==> config.mk <==
export PLATFORM = sky130hd
export DESIGN_NAME = bmhq_seq
export DESIGN_NICKNAME = d
export VERILOG_FILES = /design/src/hw/rtl/bmhq_pkg.sv /design/src/hw/rtl/bmhq_cmp.sv /design/src/hw/rtl/bmhq_seq.sv
export SDC_FILE = /design/constraint.sdc
export NUM_CORES = 1
export LEC_CHECK = 0
export ABC_AREA = 1
export CAP_MARGIN = 25
export CORE_ASPECT_RATIO = 0.75
export CORE_MARGIN = 1.5
export CORE_UTILIZATION = 60
export DETAILED_ROUTE_END_ITERATION = 6
export DONT_BUFFER_PORTS = 1
export PLACE_DENSITY_LB_ADDON = 0.08
export SYNTH_ARGS = -nofsm -noshare
export SYNTH_HDL_FRONTEND = slang
export SYNTH_SLANG_ARGS = --single-unit
==> constraint.sdc <==
create_clock -name clk -period 8.4 [get_ports clk]
set_clock_uncertainty 0.05 [all_clocks]
set_input_delay 1.26 -clock clk [delete_from_list [all_inputs] [get_ports clk]]
set_output_delay 1.26 -clock clk [all_outputs]
set_load 0.1 [all_outputs]
==> src/hw/rtl/bmhq_pkg.sv <==
// Shared types, sizes and codes for the binary min-heap queue.
// No dependencies; used by every module of the block.
`default_nettype none

package bmhq_pkg;

  localparam int DEPTH       = 512;
  localparam int ADDR_W      = $clog2(DEPTH);
  localparam int COUNT_W     = $clog2(DEPTH + 1);
  localparam int POS_W       = $clog2(2 * DEPTH + 2);
  localparam int KEY_W       = 32;
  localparam int HANDLE_W    = 9;
  localparam int STATUS_W    = 2;
  localparam int IN_TDATA_W  = ((KEY_W + HANDLE_W + 7) / 8) * 8;
  localparam int OUT_TDATA_W = ((KEY_W + HANDLE_W + COUNT_W + 7) / 8) * 8;

  typedef enum logic [0:0] {
    FUNC_PUSH = 1'b0,
    FUNC_POP  = 1'b1
  } func_t;

  typedef enum logic [STATUS_W-1:0] {
    ST_DONE  = 2'd0,
    ST_EMPTY = 2'd1,
    ST_FULL  = 2'd2
  } status_t;

  typedef enum logic [2:0] {
    S_IDLE,
    S_UP_CHK,
    S_POP_LD,
    S_DN_CHK,
    S_WR,
    S_FIN
  } state_t;

  typedef struct packed {
    logic [KEY_W-1:0]    key;
    logic [HANDLE_W-1:0] handle;
  } entry_t;

  typedef struct packed {
    logic              en;
    logic [ADDR_W-1:0] addr;
    entry_t            data;
  } ram_wr_t;

  typedef struct packed {
    logic cur_gt_a;
    logic cur_gt_b;
    logic cur_lt_a;
    logic a_lt_b;
  } cmp_res_t;

  typedef struct packed {
    logic               valid;
    entry_t             entry;
    status_t            status;
    logic [COUNT_W-1:0] count;
  } result_t;

  // heap positions are one-based, storage addresses zero-based
  function automatic logic [ADDR_W-1:0] pos_to_addr(input logic [POS_W-1:0] pos);
    logic [POS_W-1:0] p;
    p = pos - POS_W'(1);
    return p[ADDR_W-1:0];
  endfunction

endpackage

`default_nettype wire

==> src/hw/rtl/bmhq_cmp.sv <==
// Shared key comparator used by both sift directions.
// Depends on bmhq_pkg for the key width and result struct.
`default_nettype none

module bmhq_cmp (
  input  wire logic [bmhq_pkg::KEY_W-1:0] cur_key,
  input  wire logic [bmhq_pkg::KEY_W-1:0] a_key,
  input  wire logic [bmhq_pkg::KEY_W-1:0] b_key,
  output bmhq_pkg::cmp_res_t              res
);

  always_comb begin
    res.cur_gt_a = cur_key > a_key;
    res.cur_gt_b = cur_key > b_key;
    res.cur_lt_a = cur_key < a_key;
    res.a_lt_b   = a_key < b_key;
  end

endmodule

`default_nettype wire

==> src/hw/rtl/bmhq_seq.sv <==
// Sift sequencer: holds the moving entry, walks the heap one level a cycle.
// Depends on bmhq_pkg and bmhq_cmp; drives the storage ports of bmhq_ram.
`default_nettype none

module bmhq_seq (
  input  wire logic                        clk,
  input  wire logic                        rst_n,
  input  wire logic                        req_valid,
  output logic                             req_ready,
  input  wire bmhq_pkg::func_t             req_func,
  input  wire bmhq_pkg::entry_t            req_entry,
  input  wire logic                        res_free,
  output bmhq_pkg::result_t                res,
  output bmhq_pkg::ram_wr_t                ram_wr,
  output logic [bmhq_pkg::ADDR_W-1:0]      rd_addr_a,
  output logic [bmhq_pkg::ADDR_W-1:0]      rd_addr_b,
  input  wire bmhq_pkg::entry_t            rd_a,
  input  wire bmhq_pkg::entry_t            rd_b
);

  localparam int PW = bmhq_pkg::POS_W;
  localparam int CW = bmhq_pkg::COUNT_W;

  bmhq_pkg::state_t   state_r, state_nxt;
  logic [CW-1:0]      count_r, count_nxt;
  logic [PW-1:0]      pos_r, pos_nxt;
  bmhq_pkg::entry_t   cur_r, cur_nxt;
  bmhq_pkg::entry_t   res_r, res_nxt;
  bmhq_pkg::status_t  status_r, status_nxt;

  bmhq_pkg::cmp_res_t cmp;

  logic          req_fire, full, empty;
  logic [PW-1:0] push_pos, up_par, m_ext, dn_l, dn_r, dn_next, dn_next_l;
  logic [CW-1:0] pop_m;
  logic          up_swap, up_more, has_r, dn_go, dn_take_r, dn_more;

  bmhq_cmp u_cmp (
    .cur_key (cur_r.key),
    .a_key   (rd_a.key),
    .b_key   (rd_b.key),
    .res     (cmp)
  );

  assign req_ready = (state_r == bmhq_pkg::S_IDLE);
  assign req_fire  = req_valid && req_ready;
  assign full      = (count_r == CW'(bmhq_pkg::DEPTH));
  assign empty     = (count_r == '0);
  assign push_pos  = PW'(count_r) + PW'(1);
  assign pop_m     = count_r - CW'(1);

  assign up_par    = pos_r >> 1;
  assign up_swap   = cmp.cur_lt_a;
  assign up_more   = (up_par > PW'(1));

  assign m_ext     = PW'(count_r);
  assign dn_l      = pos_r << 1;
  assign dn_r      = dn_l + PW'(1);
  assign has_r     = (dn_r <= m_ext);
  assign dn_go     = cmp.cur_gt_a || (has_r && cmp.cur_gt_b);
  assign dn_take_r = has_r && !cmp.a_lt_b;
  assign dn_next   = dn_take_r ? dn_r : dn_l;
  assign dn_next_l = dn_next << 1;
  assign dn_more   = (dn_next_l <= m_ext);

  // next state
  always_comb begin
    state_nxt = state_r;
    unique case (state_r)
      bmhq_pkg::S_IDLE: begin
        if (req_fire) begin
          if (req_func == bmhq_pkg::FUNC_PUSH) begin
            if (full || push_pos == PW'(1)) begin
              state_nxt = bmhq_pkg::S_FIN;
            end else begin
              state_nxt = bmhq_pkg::S_UP_CHK;
            end
          end else begin
            state_nxt = empty ? bmhq_pkg::S_FIN : bmhq_pkg::S_POP_LD;
          end
        end
      end
      bmhq_pkg::S_UP_CHK: begin
        if (!up_swap) begin
          state_nxt = bmhq_pkg::S_FIN;
        end else if (!up_more) begin
          state_nxt = bmhq_pkg::S_WR;
        end
      end
      bmhq_pkg::S_POP_LD: begin
        if (pop_m == '0) begin
          state_nxt = bmhq_pkg::S_FIN;
        end else if (pop_m == CW'(1)) begin
          state_nxt = bmhq_pkg::S_WR;
        end else begin
          state_nxt = bmhq_pkg::S_DN_CHK;
        end
      end
      bmhq_pkg::S_DN_CHK: begin
        if (!dn_go) begin
          state_nxt = bmhq_pkg::S_FIN;
        end else if (!dn_more) begin
          state_nxt = bmhq_pkg::S_WR;
        end
      end
      bmhq_pkg::S_WR: state_nxt = bmhq_pkg::S_FIN;
      bmhq_pkg::S_FIN: begin
        if (res_free) begin
          state_nxt = bmhq_pkg::S_IDLE;
        end
      end
      default: state_nxt = bmhq_pkg::S_IDLE;
    endcase
  end

  // datapath and storage requests
  always_comb begin
    count_nxt  = count_r;
    pos_nxt    = pos_r;
    cur_nxt    = cur_r;
    res_nxt    = res_r;
    status_nxt = status_r;
    ram_wr     = '0;
    rd_addr_a  = '0;
    rd_addr_b  = '0;
    unique case (state_r)
      bmhq_pkg::S_IDLE: begin
        if (req_func == bmhq_pkg::FUNC_PUSH) begin
          rd_addr_a = bmhq_pkg::pos_to_addr(push_pos >> 1);
        end else begin
          rd_addr_a = '0;
          rd_addr_b = bmhq_pkg::pos_to_addr(m_ext);
        end
        if (req_fire) begin
          res_nxt    = '0;
          status_nxt = bmhq_pkg::ST_DONE;
          if (req_func == bmhq_pkg::FUNC_PUSH) begin
            if (full) begin
              status_nxt = bmhq_pkg::ST_FULL;
            end else begin
              count_nxt = count_r + CW'(1);
              pos_nxt   = push_pos;
              cur_nxt   = req_entry;
              if (push_pos == PW'(1)) begin
                ram_wr = '{en: 1'b1, addr: '0, data: req_entry};
              end
            end
          end else if (empty) begin
            status_nxt = bmhq_pkg::ST_EMPTY;
          end
        end
      end
      bmhq_pkg::S_UP_CHK: begin
        rd_addr_a = bmhq_pkg::pos_to_addr(up_par >> 1);
        if (up_swap) begin
          ram_wr  = '{en: 1'b1, addr: bmhq_pkg::pos_to_addr(pos_r), data: rd_a};
          pos_nxt = up_par;
        end else begin
          ram_wr  = '{en: 1'b1, addr: bmhq_pkg::pos_to_addr(pos_r), data: cur_r};
        end
      end
      bmhq_pkg::S_POP_LD: begin
        rd_addr_a = bmhq_pkg::pos_to_addr(PW'(2));
        rd_addr_b = bmhq_pkg::pos_to_addr(PW'(3));
        res_nxt   = rd_a;
        cur_nxt   = rd_b;
        count_nxt = pop_m;
        pos_nxt   = PW'(1);
      end
      bmhq_pkg::S_DN_CHK: begin
        rd_addr_a = bmhq_pkg::pos_to_addr(dn_next_l);
        rd_addr_b = bmhq_pkg::pos_to_addr(dn_next_l + PW'(1));
        if (dn_go) begin
          ram_wr  = '{en: 1'b1, addr: bmhq_pkg::pos_to_addr(pos_r),
                      data: (dn_take_r ? rd_b : rd_a)};
          pos_nxt = dn_next;
        end else begin
          ram_wr  = '{en: 1'b1, addr: bmhq_pkg::pos_to_addr(pos_r), data: cur_r};
        end
      end
      bmhq_pkg::S_WR: begin
        ram_wr = '{en: 1'b1, addr: bmhq_pkg::pos_to_addr(pos_r), data: cur_r};
      end
      bmhq_pkg::S_FIN: ;
      default: ;
    endcase
  end

  assign res = '{valid: (state_r == bmhq_pkg::S_FIN), entry: res_r,
                 status: status_r, count: count_r};

  always_ff @(posedge clk) begin
    if (!rst_n) begin
      state_r <= bmhq_pkg::S_IDLE;
      count_r <= '0;
    end else begin
      state_r <= state_nxt;
      count_r <= count_nxt;
    end
  end

  always_ff @(posedge clk) begin
    pos_r    <= pos_nxt;
    cur_r    <= cur_nxt;
    res_r    <= res_nxt;
    status_r <= status_nxt;
  end

endmodule

`default_nettype wire

==> flow_metrics.env, run 1 <==
export IMPL_start_util=0.623
export IMPL_wl_per_cell_um=19.9
export IMPL_die_width_um=157
export IMPL_grt_max_degree=94
export IMPL_cts_resized=0
export IMPL_synth_area_um2=10600
export IMPL_drv_cap=0
export IMPL_reg2reg_from="count_r[9]"
export IMPL_synth_ff_type="edfxtp_1"
export IMPL_rsz0062_at_grt="no"
export IMPL_synth_area_leaders="edfxtp_1, ha_1, nand2_1"
export IMPL_grt_pass1_vias=10100
export IMPL_grt_busiest_layer="met2"
export IMPL_slew_violations=0
export IMPL_syn_to_final_growth_pct=9.02
export IMPL_crit_fanout=25
export IMPL_clkSlewWorstSetupHoldPaths_ps=90
export IMPL_routed_wl_um=35800
export IMPL_final_hold_viol_count=0
export IMPL_crit_buf_inv=2
export IMPL_fp_coreArea_um2=17100
export IMPL_crit_slowest_cell="nand3_1"
export IMPL_synth_top_area_cell="edfxtp_1"
export IMPL_grt_pass1_wl_um=55300
export IMPL_antenna_cells=0
export IMPL_fin_tns_setup_ps=0
export IMPL_yosysSeqAreaShare=0.293
export IMPL_track_usage=0.387
export IMPL_final_antenna_net_count=0
export IMPL_period_minus_slack_ps=6060
export IMPL_avgSynthCellArea_um2=6.82
export IMPL_ys_warn_count=0
export IMPL_start_kind="input port"
export IMPL_grt_use_met1=0.546
export IMPL_yosysMostFrequentCell="nand2_1"
export IMPL_crit_required_ps=7090
export IMPL_clock_root_buffer="clkbuf_16"
export IMPL_gp_congestion=0.997
export IMPL_outcome="finished clean"
export IMPL_period_share=0.722
export IMPL_clock_path_buffers=2
export IMPL_cp_top_family="simple AND/OR/NAND/NOR gates"
export IMPL_n_fill_cell=1495
export IMPL_synth_edf_count=95
export IMPL_async_reset_ff_frac=0
export IMPL_worst_pin_slew_ps=1120
export IMPL_dr_total_vias=11000
export IMPL_finalSetupViolCount=0
export IMPL_drcViolationCount=0
export IMPL_drive_above_1_share=0.0880
export IMPL_ys_ff_latch=108
export IMPL_dr_pass1_iters=5
export IMPL_htreeDepth=3
export IMPL_cts_tree="built"
export IMPL_ios=252
export IMPL_rows=41
export IMPL_maxSlewHeadroom=0.256
export IMPL_drt_iter0_drc=1328
export IMPL_yosysTopAreaCellShare=0.268
export IMPL_ys_top_cells_by_count="nand2_1, nor2_1, inv_1"
export IMPL_critPathLaunch="rd_a[40]"
export IMPL_portBuffers=0
export IMPL_max_stage_delay_ps=740
export IMPL_arrival_ps=4750
export IMPL_ys_types=48
export IMPL_worstSetupPathType="input port to primary output"
export IMPL_fin_nets=1814
export IMPL_min_from="state_r[0]"
export IMPL_critPathMostFrequentCell="nand2_1"
export IMPL_gr_total_overflow=0
export IMPL_synthesis_nets=1810
export IMPL_antenna_found_initial=0
export IMPL_cts_hold_buffers=0
export IMPL_max_freq_mhz=165
export IMPL_die_area_um2=18500
export IMPL_clkLatencyLatePin_ps=370
export IMPL_worstSetupEndpointType="primary output"
export IMPL_cts_buffers=9
export IMPL_whs_ps=545
export IMPL_min_path_type="flop to flop"
export IMPL_clock_sinks=108
export IMPL_postCtsSetupBuffers=0
export IMPL_use_met3=0.122
export IMPL_die_h_um=118
export IMPL_dp_final_hpwl_um=26300
export IMPL_viasPerCell=6.10
export IMPL_crit_path_cell_trace="inv_1 > ha_1 > nand2_1 > nor2_1 > nand2_1 > nor4_1 > nand2_1 > nand2_1 > nand2_1 > a21oi_4 > buf_4 > nand3_1 > nand3_1"
export IMPL_gr_usage_met2=0.559
export IMPL_synth_cells=1559
## final timing paths
| path | end | slack, ps | cells after the start |
|---|---|---|---|
| worst min-delay path | state_r[0] | 540 | 2 |
| worst max register to register | state_r[2] | 3840 | 20 |
| worst max-delay path | ram_wr[24] | 2340 | 13 |
| worst min register to register | state_r[0] | 540 | 2 |
## routing by layer
metal	up-vias	wire length (um)
li1	5195	-
met1	4971	14800
met2	754	14600
met3	79	5420
met4	0	1000
met5	-	0
## worst register-to-register path: cells and delay by family, from the launching register on
kind                     cells  cell delay, ps
AO/OA/AOI/OAI                5             720
adder cells (fa/ha/maj)      2             670
buffers and inverters        4            1820
flip-flops                   1             320
AND/OR/NAND/NOR              9             940
## sequential cells by signal, summed over array words and instances (netlist names)
signal / cells
count_r: 10
cur_r: 41
pos_r: 11
res: 41
state_r: 3
status_r: 2
## metrics by stage
step	instance area, um^2	worst slack [ps]	std cells	util
detailed placement	11300	2410	1787	0.660
CTS	11600	2400	1803	0.678
finish	11600	2340	1804	0.679
global placement	11200	2620	1781	0.654
global route	11600	2060	1804	0.679
floorplan	10600	2510	1559	-
## placed cells by master, fill, tap and decap left out, types with 2 or more instances in the layout
master | synthesis | final
nor4_1 | 3 | 3
clkinv_4 | 0 | 2
a21o_1 | 2 | 2
inv_6 | 0 | 2
nor3_1 | 12 | 10
a21oi_1 | 80 | 79
o22ai_2 | 0 | 3
nand3_1 | 171 | 170
inv_2 | 5 | 5
a22oi_1 | 4 | 4
clkinv_1 | 3 | 3
inv_4 | 1 | 2
buf_8 | 0 | 4
nand3_2 | 1 | 2
nor2_1 | 218 | 210
o21ai_2 | 18 | 20
nor2_4 | 1 | 3
o21ai_0 | 109 | 107
inv_1 | 196 | 196
buf_16 | 0 | 4
nor3_2 | 1 | 3
o21a_1 | 6 | 6
buf_4 | 4 | 45
o221ai_1 | 8 | 3
dfxtp_1 | 13 | 12
nor2_2 | 4 | 10
edfxtp_1 | 95 | 95
xnor2_1 | 4 | 4
clkbuf_16 | 0 | 11
xor2_1 | 13 | 13
o211ai_1 | 6 | 6
nand2_2 | 7 | 9
o221ai_2 | 0 | 5
ha_1 | 123 | 123
nand4_1 | 21 | 21
nand2_1 | 354 | 352
## cell type report
class	instances	area (um^2)	share of cell area
multi-input combinational	1184	6570	0.566
tap	236	295	0.0255
inverter	205	772	0.0666
clock inverter	5	41.3	0.00356
sequential	108	3110	0.269
clock buffer	11	254	0.0219
timing repair buffer	55	553	0.0477
## cells by family (layout without fill, tap and decap cells)
logic type / Yosys count / after routing / synth area share
AO/OA/AOI/OAI: 247 / 247 / 0.133
adder cells (fa/ha/maj): 123 / 123 / 0.145
XOR/XNOR: 17 / 17 / 0.0140
AND/OR/NAND/NOR: 797 / 797 / 0.314
flip-flops: 108 / 108 / 0.293
buffers and inverters: 267 / 276 / 0.101
Power of run 1 is left out: the tool's default activity adds up to more than one toggle a clock period on the data nets, which glitch-free logic cannot reach.
==> run 2, diff against run 1 <==
--- a/config.mk
+++ b/config.mk
@@ -5,7 +5,7 @@
 export SDC_FILE = /design/constraint.sdc
 export NUM_CORES = 1
 export LEC_CHECK = 0
-export ABC_AREA = 1
+export ABC_AREA = 0
 export CAP_MARGIN = 25
 export CORE_ASPECT_RATIO = 0.75
 export CORE_MARGIN = 1.5
==> constraint.sdc (replaced) <==
create_clock -name clk -period 5.4 [get_ports clk]
set_clock_uncertainty 0.05 [all_clocks]
set_input_delay 0.81 -clock clk [delete_from_list [all_inputs] [get_ports clk]]
set_output_delay 0.81 -clock clk [all_outputs]
set_load 0.1 [all_outputs]
==> run 2 against run 1 <==
  * Synthesized area fell by 4.2%
  * First-iteration DRC count fell by 18%
  * Die area is 4.1% lower
==> flow_metrics.env, run 2 <==
export IMPL_worst_pin_slew_ps=1100
export IMPL_fin_nets=1477
export IMPL_cts_hold_buffers=0
export IMPL_crit_required_ps=4540
export IMPL_final_hold_viol_count=0
export IMPL_hold_depth=2
export IMPL_cts_resized=0
export IMPL_yosysSeqAreaShare=0.306
export IMPL_cts_tree="built"
export IMPL_crit_buf_inv=3
export IMPL_synthXorXnorAreaFrac=0.0360
export IMPL_synth_compound_area_frac=0.231
export IMPL_clkSlewWorstSetupHoldPaths_ps=70
export IMPL_crit_fanout=41
export IMPL_whs_ps=535
export IMPL_ios=252
export IMPL_ys_warn_count=0
export IMPL_avgSynthCellArea_um2=8.55
export IMPL_synthesis_nets=1442
export IMPL_antenna_cells=0
export IMPL_yosysTopAreaCellShare=0.280
export IMPL_htreeDepth=3
export IMPL_synth_area_mux_share=0.0216
export IMPL_synth_edf_count=95
export IMPL_dp_final_hpwl_um=24800
export IMPL_max_freq_mhz=209
export IMPL_drv_cap=0
export IMPL_grt_pass1_vias=8872
export IMPL_outcome="finished clean"
export IMPL_routed_wl_um=32800
export IMPL_ys_types=70
export IMPL_slew_violations=0
export IMPL_synth_area_leaders="edfxtp_1, ha_1, o221ai_2"
export IMPL_dr_pass1_iters=6
export IMPL_min_path_type="input port to flop"
export IMPL_dr_total_vias=9641
export IMPL_start_kind="input port"
export IMPL_whs_endpoint="state_r[2]"
export IMPL_worstSetupPathType="input port to primary output"
export IMPL_crit_slowest_cell="buf_4"
export IMPL_ff2ff_path_depth=10
export IMPL_period_minus_slack_ps=4780
export IMPL_arrival_ps=3920
export IMPL_fin_tns_setup_ps=0
export IMPL_cp_top_family="compound AO/OA/AOI/OAI gates"
export IMPL_max_stage_delay_ps=630
export IMPL_drcViolationCount=0
export IMPL_die_area_um2=17800
export IMPL_fp_coreArea_um2=16700
export IMPL_grt_pass1_wl_um=50400
export IMPL_place_area_um2=11600
export IMPL_clock_root_buffer="clkbuf_16"
export IMPL_crit_cells=12
export IMPL_grt_max_degree=108
export IMPL_synth_adder_area_share=0.151
export IMPL_min_from="rst_n"
export IMPL_synth_top_area_cell="edfxtp_1"
export IMPL_viasPerCell=6.67
export IMPL_syn_to_final_growth_pct=16.9
export IMPL_gp_congestion=1.04
export IMPL_clkLatencyLatePin_ps=370
export IMPL_worstSetupEndpointType="primary output"
export IMPL_postCtsSetupBuffers=0
export IMPL_wl_per_cell_um=22.7
export IMPL_antenna_found_initial=0
export IMPL_maxSlewHeadroom=0.264
export IMPL_rows=41
export IMPL_start_util=0.609
export IMPL_crit_path_cell_trace="inv_1 > ha_1 > a21oi_1 > o21ai_0 > a221oi_1 > o21ai_0 > nor3_1 > o21ai_2 > nand2_2 > buf_4 > o221ai_2 > buf_12"
export IMPL_synth_area_um2=10200
export IMPL_synthSimpleGateAreaFrac=0.174
export IMPL_critPathMostFrequentCell="o21ai_0"
export IMPL_portBuffers=0
export IMPL_die_h_um=116
export IMPL_r2r_setup_slack_ps=1820
export IMPL_design_area_um2=11900
export IMPL_ys_ff_latch=108
export IMPL_layout_common_cells="nand2_1, inv_1, ha_1, nor2_1, edfxtp_1"
export IMPL_reg2reg_from="count_r[0]"
export IMPL_period_share=0.885
export IMPL_yosysMostFrequentCell="nand2_1"
export IMPL_mostFrequentLayoutCell="nand2_1"
export IMPL_rr_endpoint="count_r[2]"
export IMPL_rsz0062_at_grt="no"
export IMPL_final_antenna_net_count=0
export IMPL_drive_above_1_share=0.167
export IMPL_cts_buffers=9
export IMPL_dp_cells=1429
export IMPL_synth_ff_type="edfxtp_1"
export IMPL_track_usage=0.366
export IMPL_gr_total_overflow=0
export IMPL_async_reset_ff_frac=0
export IMPL_clock_sinks=108
export IMPL_drt_iter0_drc=1086
export IMPL_ys_top_cells_by_count="nand2_1, inv_1, ha_1"
export IMPL_synth_top_family_by_area="compound AO/OA/AOI/OAI gates"
export IMPL_clock_path_buffers=2
export IMPL_die_width_um=153
export IMPL_stdcell_count=1446
export IMPL_synth_cells=1191
export IMPL_finalSetupViolCount=0
## run 2: cell count changes in the layout (fill, tap and decap cells not counted), sizes merged, moves of 10 or more
cell / before / now
nand2: 361 / 134
o221ai: 8 / 41
nor3: 13 / 23
nand3: 172 / 28
and2: 0 / 13
o21ai: 128 / 80
xnor2: 4 / 29
mux2i: 0 / 22
a22oi: 4 / 45
buf: 54 / 90
nor2: 223 / 114
a21oi: 81 / 95
inv: 205 / 134
## run 2: cell families (layout without fill, tap and decap cells)
group	Yosys count	in the layout
and+or+nand+nor	375	375
xor gates and xnor gates	41	41
AOI/OAI and AO/OA	326	326
DFF	108	108
buffers and inverters	196	236
adders and majority gates	123	123
muxes	22	22
## run 2: area by class of cell
| cell class | instances | area, um^2 |
|---|---|---|
| clock inverter | 7 | 88.8 |
| tap | 215 | 269 |
| sequential | 108 | 3110 |
| multi-input combinational | 887 | 6400 |
| timing repair buffer | 90 | 1330 |
| clock buffer | 9 | 225 |
| inverter | 130 | 488 |
| fill | 1258 | 4810 |
## run 2: worst max path at each step
stage               startpoint      endpoint  slack, ps
floorplan           count_r[6]  rd_addr_a[3]         50
global placement      rd_b[38]    ram_wr[25]        790
detailed placement    rd_b[28]    ram_wr[25]        670
CTS                   rd_b[28]    ram_wr[25]        650
global route          rd_b[28]    ram_wr[25]        460
finish                rd_b[28]    ram_wr[25]        620
## run 2: per-layer routing
metal	global-route usage	part of all wire	up-vias
li1	-	-	4387
met1	0.507	0.41	4480
met2	0.558	0.43	681
met3	0.0920	0.13	93
met4	0.129	0.033	0
met5	0	0	-
## run 2: worst reg2reg max path: stages, from the launching register on
cell,delay [ps]
dfxtp_1,340
buf_4,390
inv_1,270
ha_1,330
a41oi_1,460
o21ai_2,250
inv_2,450
buf_4,510
o21ai_0,180
a21oi_1,190
nor2_1,50
## run 2: through the flow
step / util / worst slack, ps
6_report: 0.712 / 621
5_1_grt: 0.712 / 456
4_1_cts: 0.711 / 654
3_5_place_dp: 0.692 / 675
3_3_place_gp: 0.692 / 791
2_1_floorplan: - / 47.0
Power of run 2 is left out for the same reason.
==> run 3, diff against run 2 <==
--- a/config.mk
+++ b/config.mk
@@ -5,7 +5,7 @@
 export SDC_FILE = /design/constraint.sdc
 export NUM_CORES = 1
 export LEC_CHECK = 0
-export ABC_AREA = 0
+export ABC_AREA = 1
 export CAP_MARGIN = 25
 export CORE_ASPECT_RATIO = 0.75
 export CORE_MARGIN = 1.5
==> run 3 against run 2 <==
  * Fmax decreased by 0.87%
  * Sequential share of layout area is 0.93 points lower
  * Routed wire length rose by 9.9%
  * Core utilization increased by 1.1 points
  * Flip-flop and latch count unchanged
  * Critical path depth rose by 1
  * Critical path type is now flop to primary output
==> flow_metrics.env, run 3 (synthesis gave the netlist of run 1 again) <==
export IMPL_gp_congestion=1.04
export IMPL_final_antenna_net_count=0
export IMPL_layout_common_cells="nand2_1, nor2_1, inv_1, nand3_1, ha_1"
export IMPL_die_width_um=157
export IMPL_cts_buffers=9
export IMPL_rows=41
export IMPL_min_path_type="input port to flop"
export IMPL_maxSlewHeadroom=0.262
export IMPL_routed_wl_um=36000
export IMPL_drv_cap=0
export IMPL_track_usage=0.389
export IMPL_syn_to_final_growth_pct=16.1
export IMPL_wl_per_cell_um=19.6
export IMPL_grt_pass1_vias=10400
export IMPL_worstSetupEndpointType="primary output"
export IMPL_start_util=0.623
export IMPL_htreeDepth=3
export IMPL_cts_hold_buffers=0
export IMPL_drive_above_1_share=0.108
export IMPL_antenna_cells=0
export IMPL_grt_max_degree=93
export IMPL_cts_tree="built"
export IMPL_grt_pass1_wl_um=56400
export IMPL_dr_total_vias=11400
export IMPL_worst_pin_slew_ps=1110
export IMPL_antenna_found_initial=0
export IMPL_crit_fanout=27
export IMPL_rsz0062_at_grt="no"
export IMPL_period_share=0.893
export IMPL_n_fill_cell=1451
export IMPL_period_minus_slack_ps=4820
export IMPL_worstSetupPathType="flop to primary output"
export IMPL_clock_sinks=108
export IMPL_cts_resized=0
export IMPL_postCtsSetupBuffers=0
export IMPL_die_area_um2=18500
export IMPL_gr_total_overflow=0
export IMPL_clock_root_buffer="clkbuf_16"
export IMPL_final_hold_viol_count=0
export IMPL_clock_path_buffers=2
export IMPL_outcome="finished clean"
export IMPL_fin_nets=1850
export IMPL_die_h_um=118
export IMPL_clkSlewWorstSetupHoldPaths_ps=80
export IMPL_clkLatencyLatePin_ps=360
export IMPL_drcViolationCount=0
export IMPL_slew_violations=0
export IMPL_portBuffers=0
export IMPL_fp_coreArea_um2=17100
export IMPL_crit_required_ps=4540
export IMPL_arrival_ps=3960
export IMPL_ios=252
export IMPL_start_kind="flop"
export IMPL_drt_iter0_drc=1673
export IMPL_viasPerCell=6.18
export IMPL_finalSetupViolCount=0
export IMPL_mostFrequentLayoutCell="nand2_1"
export IMPL_max_freq_mhz=207
export IMPL_fin_tns_setup_ps=0
export IMPL_dp_final_hpwl_um=26500
export IMPL_dr_pass1_iters=6
run 3: metal layers:
metal,global-route usage,share of wire
met1,0.546,0.40
met2,0.563,0.41
met3,0.126,0.16
met4,0.118,0.031
met5,0,0
run 3: area by class of cell:
class                      count  area, um^2  area share
sequential                   108        3110       0.252
timing repair buffer          91        1310       0.106
multi-input combinational   1184        6570       0.532
inverter                     205         772      0.0625
clock buffer                  10         229      0.0185
clock inverter                 5        61.3     0.00496
tap                          236         295      0.0239
run 3: path summary, 6_finish.rpt:
| check | start | end | slack [ps] | depth (start not counted) |
|---|---|---|---|---|
| worst max-delay path | count_r[1] | ram_wr[4] | 580 | 13 |
| worst min-delay path | rst_n | state_r[1] | 510 | 2 |
| worst max register to register | cur_r[40] | pos_r[4] | 1180 | 11 |
| worst min register to register | state_r[0] | state_r[0] | 540 | 2 |
run 3: metrics by stage:
stage	util	worst slack (ps)	instances	cell area, um^2	hold WS [ps]
after floorplan	-	354	1559	10600	430
after global placement	0.703	712	1822	12000	511
after detailed placement	0.706	692	1824	12100	525
after CTS	0.723	674	1839	12400	501
after global routing	0.723	390	1839	12400	525
final	0.723	579	1839	12400	513
run 3: worst max-delay path, stage by stage, from the launching register on:
cell and delay, ps:
dfxtp_1 590, ha_1 360, nand4_1 130, nand2_1 320, nand3_1 230, inv_2 170, nand3_1 100, nor3_2 180
nand3_2 420, buf_4 460, o21ai_2 170, nor2_1 60, nand3_1 180, buf_12 200
Power of run 3 is left out for the same reason.
